### src/pfr_pkg.sv
// shared constants for the polyphase resampler
package pfr_pkg;

    // parameter defaults
    localparam int DEF_MAX_SAMPLES     = 4096;
    localparam int DEF_MAX_TAPS        = 64;
    localparam int DEF_MAX_LOG2_PHASES = 6;

    // fixed-point layout
    localparam int FRAC_BITS  = 16;
    localparam int RATE_W     = 20;
    localparam int POS_W      = 48;
    localparam int ACC_W      = 40;
    localparam int OUT_SHIFT  = 15;
    localparam int SAMPLE_W   = 16;
    localparam int CIDX_W     = 13;

    // saturation bounds
    localparam logic signed [SAMPLE_W-1:0] SAT_MAX = 16'sh7fff;
    localparam logic signed [SAMPLE_W-1:0] SAT_MIN = -16'sh8000;

    // request codes
    localparam logic [1:0] FUNC_CLEAR   = 2'd0;
    localparam logic [1:0] FUNC_LOAD    = 2'd1;
    localparam logic [1:0] FUNC_COEF    = 2'd2;
    localparam logic [1:0] FUNC_PRODUCE = 2'd3;

    // register indexes
    localparam logic [2:0] REG_IN_RATE     = 3'd0;
    localparam logic [2:0] REG_OUT_RATE    = 3'd1;
    localparam logic [2:0] REG_LOG2_PHASES = 3'd2;
    localparam logic [2:0] REG_TAPS        = 3'd3;
    localparam logic [2:0] REG_OUT_LENGTH  = 3'd4;

    // register reset values
    localparam logic [RATE_W-1:0] RST_IN_RATE    = 20'd48000;
    localparam logic [RATE_W-1:0] RST_OUT_RATE   = 20'd48000;
    localparam logic [2:0]        RST_LOG2       = 3'd6;
    localparam logic [6:0]        RST_TAPS       = 7'd64;
    localparam logic [RATE_W-1:0] RST_OUT_LENGTH = 20'd1024;

    // divider result handed to the top level
    typedef struct packed {
        logic                  done;
        logic [RATE_W-1:0]     rem;
    } pfr_div_stat_t;

endpackage

### src/pfr_divider.sv
// restoring divider, one quotient bit per cycle
module pfr_divider
    import pfr_pkg::*;
#(
    parameter int NUM_W = 42
)
(
    input  logic              clk,
    input  logic              rst_n,
    input  logic              start,
    input  logic [NUM_W-1:0]  num,
    input  logic [RATE_W-1:0] den,
    output logic [NUM_W-1:0]  quot,
    output pfr_div_stat_t     stat
);

    localparam int CNT_W = $clog2(NUM_W + 1);

    logic [NUM_W-1:0]  work_reg, work_next;
    logic [RATE_W:0]   rem_reg, rem_next;
    logic [CNT_W-1:0]  cnt_reg, cnt_next;
    logic              busy_reg, busy_next;
    logic              done_reg, done_next;
    logic [RATE_W:0]   trial;

    // shift in the next dividend bit and try a subtract
    always_comb
    begin
        trial     = {rem_reg[RATE_W-1:0], work_reg[NUM_W-1]};
        work_next = work_reg;
        rem_next  = rem_reg;
        cnt_next  = cnt_reg;
        busy_next = busy_reg;
        done_next = 1'b0;
        if (start)
        begin
            work_next = num;
            rem_next  = '0;
            cnt_next  = CNT_W'(NUM_W);
            busy_next = 1'b1;
        end
        else if (busy_reg)
        begin
            if (trial >= {1'b0, den})
            begin
                rem_next  = trial - {1'b0, den};
                work_next = {work_reg[NUM_W-2:0], 1'b1};
            end
            else
            begin
                rem_next  = trial;
                work_next = {work_reg[NUM_W-2:0], 1'b0};
            end
            cnt_next = cnt_reg - 1'b1;
            if (cnt_reg == CNT_W'(1))
            begin
                busy_next = 1'b0;
                done_next = 1'b1;
            end
        end
    end

    // control state
    always_ff @(posedge clk or negedge rst_n)
    begin
        if (!rst_n)
        begin
            busy_reg <= 1'b0;
            done_reg <= 1'b0;
            cnt_reg  <= '0;
        end
        else
        begin
            busy_reg <= busy_next;
            done_reg <= done_next;
            cnt_reg  <= cnt_next;
        end
    end

    // datapath
    always_ff @(posedge clk)
    begin
        work_reg <= work_next;
        rem_reg  <= rem_next;
    end

    assign quot      = work_reg;
    assign stat.done = done_reg;
    assign stat.rem  = rem_reg[RATE_W-1:0];

endmodule

### config.mk
export PLATFORM = sky130hd
export DESIGN_NAME = pfr_divider
export DESIGN_NICKNAME = d
export VERILOG_FILES = /design/src/pfr_pkg.sv /design/src/pfr_divider.sv
export SDC_FILE = /design/constraint.sdc
export NUM_CORES = 1
export LEC_CHECK = 0
export BUFFER_PORTS_ARGS = -buffer_cell sky130_fd_sc_hd__buf_2
export CORE_UTILIZATION = 52
export DETAILED_ROUTE_END_ITERATION = 7
export GPL_TIMING_DRIVEN = 0
export PLACE_DENSITY = 0.79
export SLEW_MARGIN = 5
export SYNTH_ARGS = -nofsm -noshare
export SYNTH_HDL_FRONTEND = slang
export SYNTH_SLANG_ARGS = --single-unit
### constraint.sdc
create_clock -name clk -period 3.15 [get_ports clk]
set_input_delay 0.1575 -clock clk [delete_from_list [all_inputs] [get_ports clk]]
set_output_delay 0.1575 -clock clk [all_outputs]
set_load 0.01 [all_outputs]
# [Word level (Yosys, flattened, before mapping)]
# Index checks and enable logic that the tools add are counted.
[word_totals] word_cells=22 out_inout_bits=63 in_bits=65 reg_bits=70
[classes] n_eq_ne=1 reduce_logical=1 n_mux=12 add_sub_neg=2 magnitude_cmp=1
[ops] operator="two-way mux 42 bit" count=2
[ops] operator=">= comparator 21 x 20 -> 1 bit" count=1
[ops] operator="two-way mux 20 bit" count=1
[ops] operator="subtractor 20 bit" count=1
[ops] operator="two-way mux 6 bit" count=2
[ops] operator="two-way mux 1 bit" count=7
[ops] operator="equality test 6 x 1 -> 1 bit, second input constant" count=1
[ops] operator="subtractor 6 x 1 -> 6 bit, second input constant" count=1
[ops] operator="nonzero test 2 bit" count=1

# [Longest topological paths before layout]
[logic_depth] word_depth=4 ltp_mapped=12 depth_no_buf=11

# [Worst setup path before layout]
# No wires, ideal clock.
[synth_timing] path_kind="flip-flop to flip-flop" start="register rem_reg[0]" end="register work_reg[0], in the netlist quot[0], data pin" setup_ps=260 path_slack_ps=532 t_required_ps=2890 t_arrival_ps=2358 n_path_buf=2 period_less_slack_ps=2618 stages_incl_launch_ff=10 path_cell_list="dfxtp_1 > ha_1 > nor2b_4 > o31a_4 > o31ai_4 > a21oi_1 > or3b_1 > buf_6 > buf_6 > mux2_2"
[synth_between] elab_chain_cells=4
[synth_rtl] item="start, declared" line="pfr_divider.sv:20" text="logic [RATE_W:0] rem_reg, rem_next;"
[synth_rtl] item="start signal, assigned" line="pfr_divider.sv:84" text="rem_reg <= rem_next;"
[synth_rtl] item=">= comparator 21 x 20 -> 1 bit" line="pfr_divider.sv:44" text="if (trial >= {1'b0, den})"
[synth_rtl] item="two-way mux 1 bit" line="pfr_divider.sv:44"
[synth_rtl] item="two-way mux 42 bit" line="pfr_divider.sv:42" text="else if (busy_reg)"
[synth_rtl] item="two-way mux 42 bit" line="pfr_divider.sv:35" text="if (start)"
[synth_rtl] item="net work_next[0]" line="pfr_divider.sv:19" text="logic [NUM_W-1:0] work_reg, work_next;"
[synth_rtl] item="end signal, assigned" line="pfr_divider.sv:83" text="work_reg <= work_next;"
[synth_rtl] item="end, declared" line="pfr_divider.sv:19"
# The timed path passes the listed nets, and every way through them passes these cells. The select of a mux whose other input is x is not followed.
# A chain may end at the register's enable or synchronous reset.

# [Final worst setup path]
[layout_timing] start="register work_reg[41], in the netlist quot[41]" end="register rem_reg[16]"
[layout_between] elab_chain_cells=2 word_cells_on_any_way=3 classes_between="add/sub (1); order compare (1); mux (1)"
[layout_rtl] item="subtractor 20 bit / >= comparator 21 x 20 -> 1 bit (equally long branches)" line="pfr_divider.sv:46, pfr_divider.sv:44"
[layout_rtl] item="two-way mux 20 bit *" line="pfr_divider.sv:44"
# Every way passes the cells marked *; elsewhere a longest branch is shown, timed or not.

==> impl_metrics.py <==
metrics = {
    "place": {
        "place_ws_ns": 0.335,
        "io_buffers": 126,
        "place_area_um2": 4980,
        "dp_hpwl_um": 7600,
        "dp.cells": 620,
        "gp_congestion": 0.879,
    },
    "grt": {
        "grt_pass1_wl_um": 16000,
        "grt_usage_pct": 24.0,
        "grt-ovfl-total": 0,
        "grt_pass1_vias": 3546,
        "grt_antenna_before_repair": 0,
        "grt_max_degree": 44,
    },
    "sta": {
        "worst_slew_pin_slew_ns": 0.898,
        "hold_viol": 0,
        "final_max_slew_viol_count": 0,
        "slew-limit-headroom_pct": 40.0,
        "post-route-period-util_pct": 90.2,
        "rsz0062_at_grt": "false",
        "fin_skew_ns": 0.00726,
        "timing.final.ws_setup_ns": 0.309,
        "period_needed_ns": 2.84,
        "tns_ns": 0,
        "fin_hold_ws_ns": 0.111,
        "finalSetupViolations": 0,
        "max_clock_freq_mhz": 352,
    },
    "clocking": {
        "h-tree-depth": 3,
        "cts_tree": "yes",
        "cts_made_buffers": 9,
        "ctsResizeCount": 0,
        "clk_latency_ns": 0.34,
        "post-cts-setup-buffers": 0,
        "clk_pin_slew_ns": 0.08,
        "clock_path_buffers": 2,
        "cts_hold_buf": 1,
        "cts.sinks": 70,
        "clock-root-buffer": "clkbuf_8",
    },
    "critical_path": {
        "critPathCaptureType": "flip-flop",
        "crit_required_ns": 3.43,
        "crit_arrival_ns": 3.12,
        "reg2reg_from": "quot[41]",
        "worstPathMaxFanout": 4,
        "path_delay_family": "compound AO/OA/AOI/OAI gates",
        "crit_type": "reg -> reg",
        "cp_slowest_cell": "fa_1",
        "startpoint": "quot[41]",
        "cp_cell_sequence": "inv_1 > ha_1 > inv_1 > fa_1 > a211oi_1 > o21a_1 > o21bai_1 > a21oi_1 > a21oi_1 > a211o_1 > o21ai_1",
        "cp-start-kind": "flip-flop",
        "cp_slowest_stage_delay_ns": 0.44,
        "crit_buf_inv": 2,
    },
    "layout": {
        "largest_register_ffs": 42,
        "final_common_cell": "buf_2",
        "utilization_pct": 66.8,
        "fin_nets": 618,
        "final_cell_mix": "buf_2 (129), mux2_2 (42), edfxtp_1 (42)",
        "syn2layout_area_growth_pct": 23.6,
        "layoutNonFillerInstCount": 637,
        "final_area_um2": 5220,
        "drive_above_1_share_pct": 37.9,
        "antenna_cells": 0,
    },
    "detailed_routing": {
        "vias": 3504,
        "wl_um": 9940,
        "antenna_left": 0,
        "route.detailed.drc": 0,
        "drt_iter0_markers": 164,
        "detail_route.first_pass.iterations": 4,
        "post_drt_wl_per_cell_um": 15.6,
        "vias_per_cell": 5.50,
    },
    "job": {
        "drv_cap": 0,
    },
    "die": {
        "rows": 32,
        "fp.dieArea_um2": 8490,
        "start_util_pct": 54.1,
        "io_pins": 128,
        "design.core.area_um2": 7810,
        "die_x_um": 92.1,
        "die_h_um": 92.1,
    },
    "power": {
        "pwr-share-clk_pct": 25.3,
        "power_mw": 3.17,
        "power_frac_seq_pct": 38.5,
        "netSwitchingFraction_pct": 33.6,
        "power_frac_comb_pct": 36.1,
        "vdd_drop_max_v": 0.000374,
        "internal_power_mw": 2.10,
        "leakagePower_nw": 2.40,
        "powerDensity_nw_per_um2": 607,
        "power_switching_mw": 1.06,
    },
    "synth": {
        "avgSynthCellArea_um2": 10.8,
        "ys_seq_elements": 70,
        "yosys.area.top_type": "edfxtp_1",
        "syn_inst": 392,
        "synthesis.area_um2": 4220,
        "synth_warnings": 0,
        "synth_top_area_share_pct": 29.9,
        "synth.top_cells.by_area": "edfxtp_1 (30%), mux2_2 (11%), dfxtp_1 (9.5%), ha_1 (6.5%), dfrtp_1 (4.7%)",
        "seq_area_frac_synth_pct": 44.1,
        "synth_edf_count": 42,
        "ys.flop_type": "edfxtp_1",
        "synth_cell_type_count": 56,
        "synth-async-reset-ratio_pct": 11.4,
        "syn-num-nets": 480,
    },
    "min_path": {
        "hp-start": "num[17]",
        "hold_class": "in -> reg",
    },
    "status": {
        "run_status": "finished, final reports clean",
    },
}
metal layers:
layer | GRT usage (%) | share of wire (%) | up-vias
li1 | - | - | 1720
met5 | 0 | 0 | -
met4 | 8.33 | 1.1 | 0
met3 | 5.22 | 6.3 | 14
met2 | 40.6 | 48 | 122
met1 | 30.4 | 44 | 1648
power groups by stage:
stage          Combinational (mW)  Sequential [mW]  Clock [mW]
6_report                     1.14             1.22       0.803
5_1_grt                      1.26             1.24       0.846
4_1_cts                      1.14             1.22       0.811
3_5_place_dp                 1.13             1.24           0
3_3_place_gp                 1.11             1.23           0
2_1_floorplan               0.758             1.27           0
worst paths after layout:
| kind | cells after the start | endpoint | slack [ns] |
|---|---|---|---|
| max in group asynchronous | 2 | cnt_reg[5] | 2.78 |
| worst max-delay path | 11 | rem_reg[16] | 0.31 |
| worst min register to register | 2 | rem_reg[2] | 0.51 |
| worst max register to register | 11 | rem_reg[16] | 0.31 |
| min in group asynchronous | 2 | cnt_reg[3] | 0.20 |
| worst min-delay path | 2 | quot[17] | 0.11 |
synthesized netlist by cell type (all sizes together) (7+ instances only):
library cell / count
nor3: 7
nand2: 21
buf: 9
dfrtp: 8
a211oi: 8
inv: 28
nor2: 26
a21o: 8
xnor2: 14
ha: 22
a21oi: 21
clkbuf: 9
o21ai: 18
mux2i: 13
dfxtp: 20
edfxtp: 42
mux2: 42
nand3: 7
kinds of logic (layout without fill, tap and decap cells):
family / Yosys count / count (layout) / synth area share (%)
buffers and inverters: 46 / 189 / 4.89
adders and majority gates: 23 / 23 / 6.99
DFF: 70 / 70 / 44.1
and+or+nand+nor: 90 / 90 / 10.5
AOI/OAI and AO/OA: 89 / 89 / 15.3
muxes: 55 / 55 / 14.3
xor gates and xnor gates: 19 / 19 / 3.94
worst reg2reg max path, cell delays in order (launching register included):
cell and delay [ns]:
edfxtp_1 0.41, inv_1 0.07, ha_1 0.20, inv_1 0.07
fa_1 0.44, a211oi_1 0.43, o21a_1 0.19, o21bai_1 0.16
a21oi_1 0.39, a21oi_1 0.07, a211o_1 0.23, o21ai_1 0.12
cell type report:
cell class	count	area, um2
timing repair buffer	127	641
sequential	70	1860
buffer	18	101
fill	642	2590
inverter	28	105
clock inverter	4	50.0
multi-input combinational	276	2150
clock buffer	12	176
tap	102	128
Note: power is estimated with default switching activity, not from simulation.
